**src/hdl/cau_sqrt.sv**
```systemverilog
// pipelined integer square root, one root bit per stage
// depends on nothing outside this file
module cau_sqrt (
	input  logic        clk,
	input  logic        en,
	input  logic [63:0] rad,
	output logic [31:0] root
);

	logic [33:0] rem_s  [1:32];
	logic [31:0] root_s [1:32];
	logic [63:0] rad_s  [1:32];

	for (genvar k = 0; k < 32; k++) begin : g_step
		logic [33:0] p_rem;
		logic [31:0] p_root;
		logic [63:0] p_rad;
		logic [35:0] rem_in;
		logic [35:0] trial;
		logic        take;

		if (k == 0) begin : g_first
			assign p_rem  = '0;
			assign p_root = '0;
			assign p_rad  = rad;
		end else begin : g_next
			assign p_rem  = rem_s[k];
			assign p_root = root_s[k];
			assign p_rad  = rad_s[k];
		end

		always_comb begin
			rem_in = {p_rem, p_rad[2*(31-k)+1 -: 2]};
			trial  = {2'b00, p_root, 2'b01};
			take   = (rem_in >= trial);
		end

		always_ff @(posedge clk) begin
			if (en) begin
				rem_s[k+1]  <= take ? 34'(rem_in - trial) : rem_in[33:0];
				root_s[k+1] <= {p_root[30:0], take};
				rad_s[k+1]  <= p_rad;
			end
		end
	end

	assign root = root_s[32];

endmodule

```
**config.mk**
```make
export PLATFORM = sky130hd
export DESIGN_NAME = cau_sqrt
export DESIGN_NICKNAME = d
export VERILOG_FILES = /design/src/hdl/cau_sqrt.sv
export SDC_FILE = /design/constraint.sdc
export NUM_CORES = 2
export LEC_CHECK = 0
export BUFFER_PORTS_ARGS = -buffer_cell sky130_fd_sc_hd__buf_2
export CORE_UTILIZATION = 40
export DETAILED_ROUTE_END_ITERATION = 10
export SKIP_LAST_GASP = 1
export SYNTH_ARGS = -nofsm -noshare
export SYNTH_HDL_FRONTEND = slang
export SYNTH_MEMORY_MAX_BITS = 65536
export SYNTH_SLANG_ARGS = --single-unit
```
**constraint.sdc**
```tcl
create_clock -name clk -period 4.26 [get_ports clk]
set_clock_uncertainty 0.15 [all_clocks]
set_input_delay 0.852 -clock clk [delete_from_list [all_inputs] [get_ports clk]]
set_output_delay 0.852 -clock clk [all_outputs]
set_load 0.05 [all_outputs]
```
==> flow_metrics.tcl <==
set metrics [dict create \
    critical_path.max_fanout 23 \
    critPathKind "flip-flop to flip-flop" \
    io_pins 98 \
    routed_wl_mm 242 \
    yosysWarnings 0 \
    critPathRequiredTime_ns 4.69 \
    fin_cells 13500 \
    r2r_cells 12 \
    clkTransAtPathRegs_ns 0.06 \
    finalSetupViolCount 0 \
    dp.cells 12900 \
    via_per_inst 5.18 \
    numCtsBuffers 286 \
    synthArstFlopShare_pct 0 \
    start_util_pct 40.2 \
    first_global_vias 70100 \
    num_rows 198 \
    synth_area_um2 117000 \
    cts_max_path_buffers 4 \
    grt_overflow 0 \
    ant_nets 0 \
    total_leakage_power_uw 0.0508 \
    relSlewSlack_pct 35.6 \
    status "finished clean" \
    fin_setup_tns_ns 0 \
    cp_common_cell "o21ai_0" \
    yosys-top-cells-area "edfxtp_1 65%, ha_1 6.0%, xnor2_1 3.1%" \
    ys_seq_area_share_pct 64.8 \
    hold_ws_ns 0.0705 \
    tightest_slew_ns 0.954 \
    hold_depth 1 \
    port_buffers 97 \
    cts_htree_levels 5 \
    vdd_drop_max_mv 0.443 \
    pwr-share-clk_pct 33.7 \
    clockRootBuffer "clkbuf_16" \
    cts_setup_buffers 0 \
    drc 0 \
    gp_congestion 0.897 \
    die_y_um 543 \
    synth_edf_count 2523 \
    grt_max_degree 125 \
    pwr-share-comb_pct 19.5 \
    p_int_uw 51300 \
    cap_violations 0 \
    fin_nets 9993 \
    drive_gt1_share_pct 8.39 \
    synth_top_area_share_pct 64.8 \
    ctsResizeCount 0 \
    grt_util_all_layers_pct 16.2 \
    fill_cells 26000 \
    hold_viol 0 \
    pre_cts_slack_ns 0.320 \
    clkLatencyLatePin_ns 0.90 \
    endpoint_kind "flip-flop" \
    cpMaxStageDelayCell "o21a_1" \
    startpoint_type "flip-flop" \
    fin_ws_ns 0.317 \
    ys_types 90 \
    multi_input_area_um2 37800 \
    clock.fmax_mhz 254 \
    slew_violations 0 \
    cp_cell_sequence "inv_1, ha_1, a21oi_1, nor2b_1, o21ai_0, nand2b_1, a211o_1, a21oi_1, o21ai_0, o21a_1, buf_4, o21ai_0" \
    seqPwrFrac_pct 46.8 \
    diodes 0 \
    fin_crit_ns 3.94 \
    yosysTopAreaCell "edfxtp_1" \
    ctsHoldBuffers 60 \
    register_area_um2 75800 \
    drt_pass1_iterations 6 \
    synth.net_count 9605 \
    grt_first_pass_wirelength_mm 382 \
    reg2reg_slack_ns 0.32 \
    switchingPower_uw 20200 \
    slowest_delay_ns 0.56 \
    core_um2 291000 \
    synth_area_per_cell_um2 13.0 \
    synthCells 8977 \
    swShare_pct 28.2 \
    rsz0062_at_grt "false" \
    cts_tree "yes" \
    antenna_found_initial 2 \
    vias 69900 \
    ys_ff_latch 2523 \
    wl_per_cell_um 17.9 \
    area_growth_syn_to_layout_pct 13.6 \
    drt-initial-drc-count 4703 \
    cellPowerDensity_nw_per_um2 538 \
    cts_sinks 2523 \
    period_share_pct 92.6 \
    hold_class "input pin to flip-flop" \
    crit_arrival_ns 4.37 \
    ys.flop_type "edfxtp_1" \
    hpwl_mm 174 \
    die_w_um 543 \
    die-area_um2 294000 \
]
## critical path: cells and delay by family, from the launching register on
| family | cells | cell delay, ns |
|---|---|---|
| flops | 1 | 0.50 |
| compound gates | 7 | 2.06 |
| buf+inv | 2 | 0.40 |
| fa+ha+maj | 1 | 0.36 |
| simple gates | 2 | 0.18 |
## registers in the layout, summed over array words and instances (netlist names)
name and cells:
rad_s 992, rem_s 1003, root_s 528
## kinds of logic (layout without fill, tap and decap cells)
| group | count (synthesis) | after routing | share of synthesized area, % |
|---|---|---|---|
| XOR/XNOR | 824 | 824 | 6.17 |
| AO/OA/AOI/OAI | 1797 | 1797 | 9.54 |
| flip-flops | 2523 | 2523 | 64.8 |
| AND/OR/NAND/NOR | 2287 | 2287 | 9.76 |
| buffers and inverters | 901 | 1514 | 2.92 |
| multiplexers | 82 | 82 | 0.786 |
| other | 1 | 1 | 0.00321 |
| adder cells (fa/ha/maj) | 562 | 562 | 6.01 |
## per-layer routing
metal  vias up  track usage (%)  wire length, µm
li1      34000                -                -
met1     33900             20.3           103000
met2      1492             28.3           120000
met3       499             2.43             9920
met4         0             5.88             8760
met5         -                0                0
## power groups by stage
| stage | combinational, µW | clock [µW] | sequential, µW |
|---|---|---|---|
| after floorplan | 10200 | 0 | 33000 |
| after global placement | 13600 | 0 | 34000 |
| after detailed placement | 13800 | 0 | 34000 |
| after CTS | 14000 | 24900 | 33500 |
| after global routing | 15500 | 25800 | 33800 |
| final | 13900 | 24100 | 33500 |
## Yosys cell counts, types with 40 or more instances
master	number
nor2_1	583
and3_1	53
o31ai_1	51
or4_1	58
xor2_1	407
or3_1	98
nor3_1	219
nand2b_1	127
a31oi_1	53
or2_2	40
xnor2_1	417
nand4_1	97
nor4_1	104
edfxtp_1	2523
a21o_1	281
o21ai_0	416
a21oi_1	590
o21a_1	114
nor2b_1	81
ha_1	562
clkbuf_1	164
mux2_2	69
inv_1	712
nand2_1	534
nand3_1	141
## placed cells by master, fill, tap and decap left out, types with 114 or more instances in the layout
cell type and instances:
a21o_1 281, a21oi_1 587, clkbuf_16 291, edfxtp_1 2523, ha_1 562, inv_1 712, nand2_1 534, nand2b_1 127
nand3_1 141, nor2_1 583, nor3_1 218, o21a_1 114, o21ai_0 416, xnor2_1 417, xor2_1 407
## worst paths after layout
check,startpoint,end
worst max-delay path,root_s[5][101]$_DFFE_PP_,rem_s[0][819]$_DFFE_PP_
worst min-delay path,rad[10],rad_s[0][74]$_DFFE_PP_
worst max register to register,root_s[5][101]$_DFFE_PP_,rem_s[0][819]$_DFFE_PP_
worst min register to register,rad_s[0][79]$_DFFE_PP_,rad_s[0][143]$_DFFE_PP_
## area by class of cell
type                       instances  share of cell area, %
clock buffer                     342                   5.63
clock inverter                   171                   1.34
inverter                         715                   2.02
multi-input combinational       5553                   28.5
sequential                      2523                   57.0
tap                             3900                   3.67
timing repair buffer             286                   1.86
## through the flow
stage	util, %	total power (µW)	instance area (µm²)
after floorplan	-	43200	117000
after global placement	42.3	47600	123000
after detailed placement	42.3	47800	123000
after CTS	45.7	72400	133000
after global routing	45.7	75100	133000
final	45.7	71500	133000
Power figures use the tool's default switching activity.
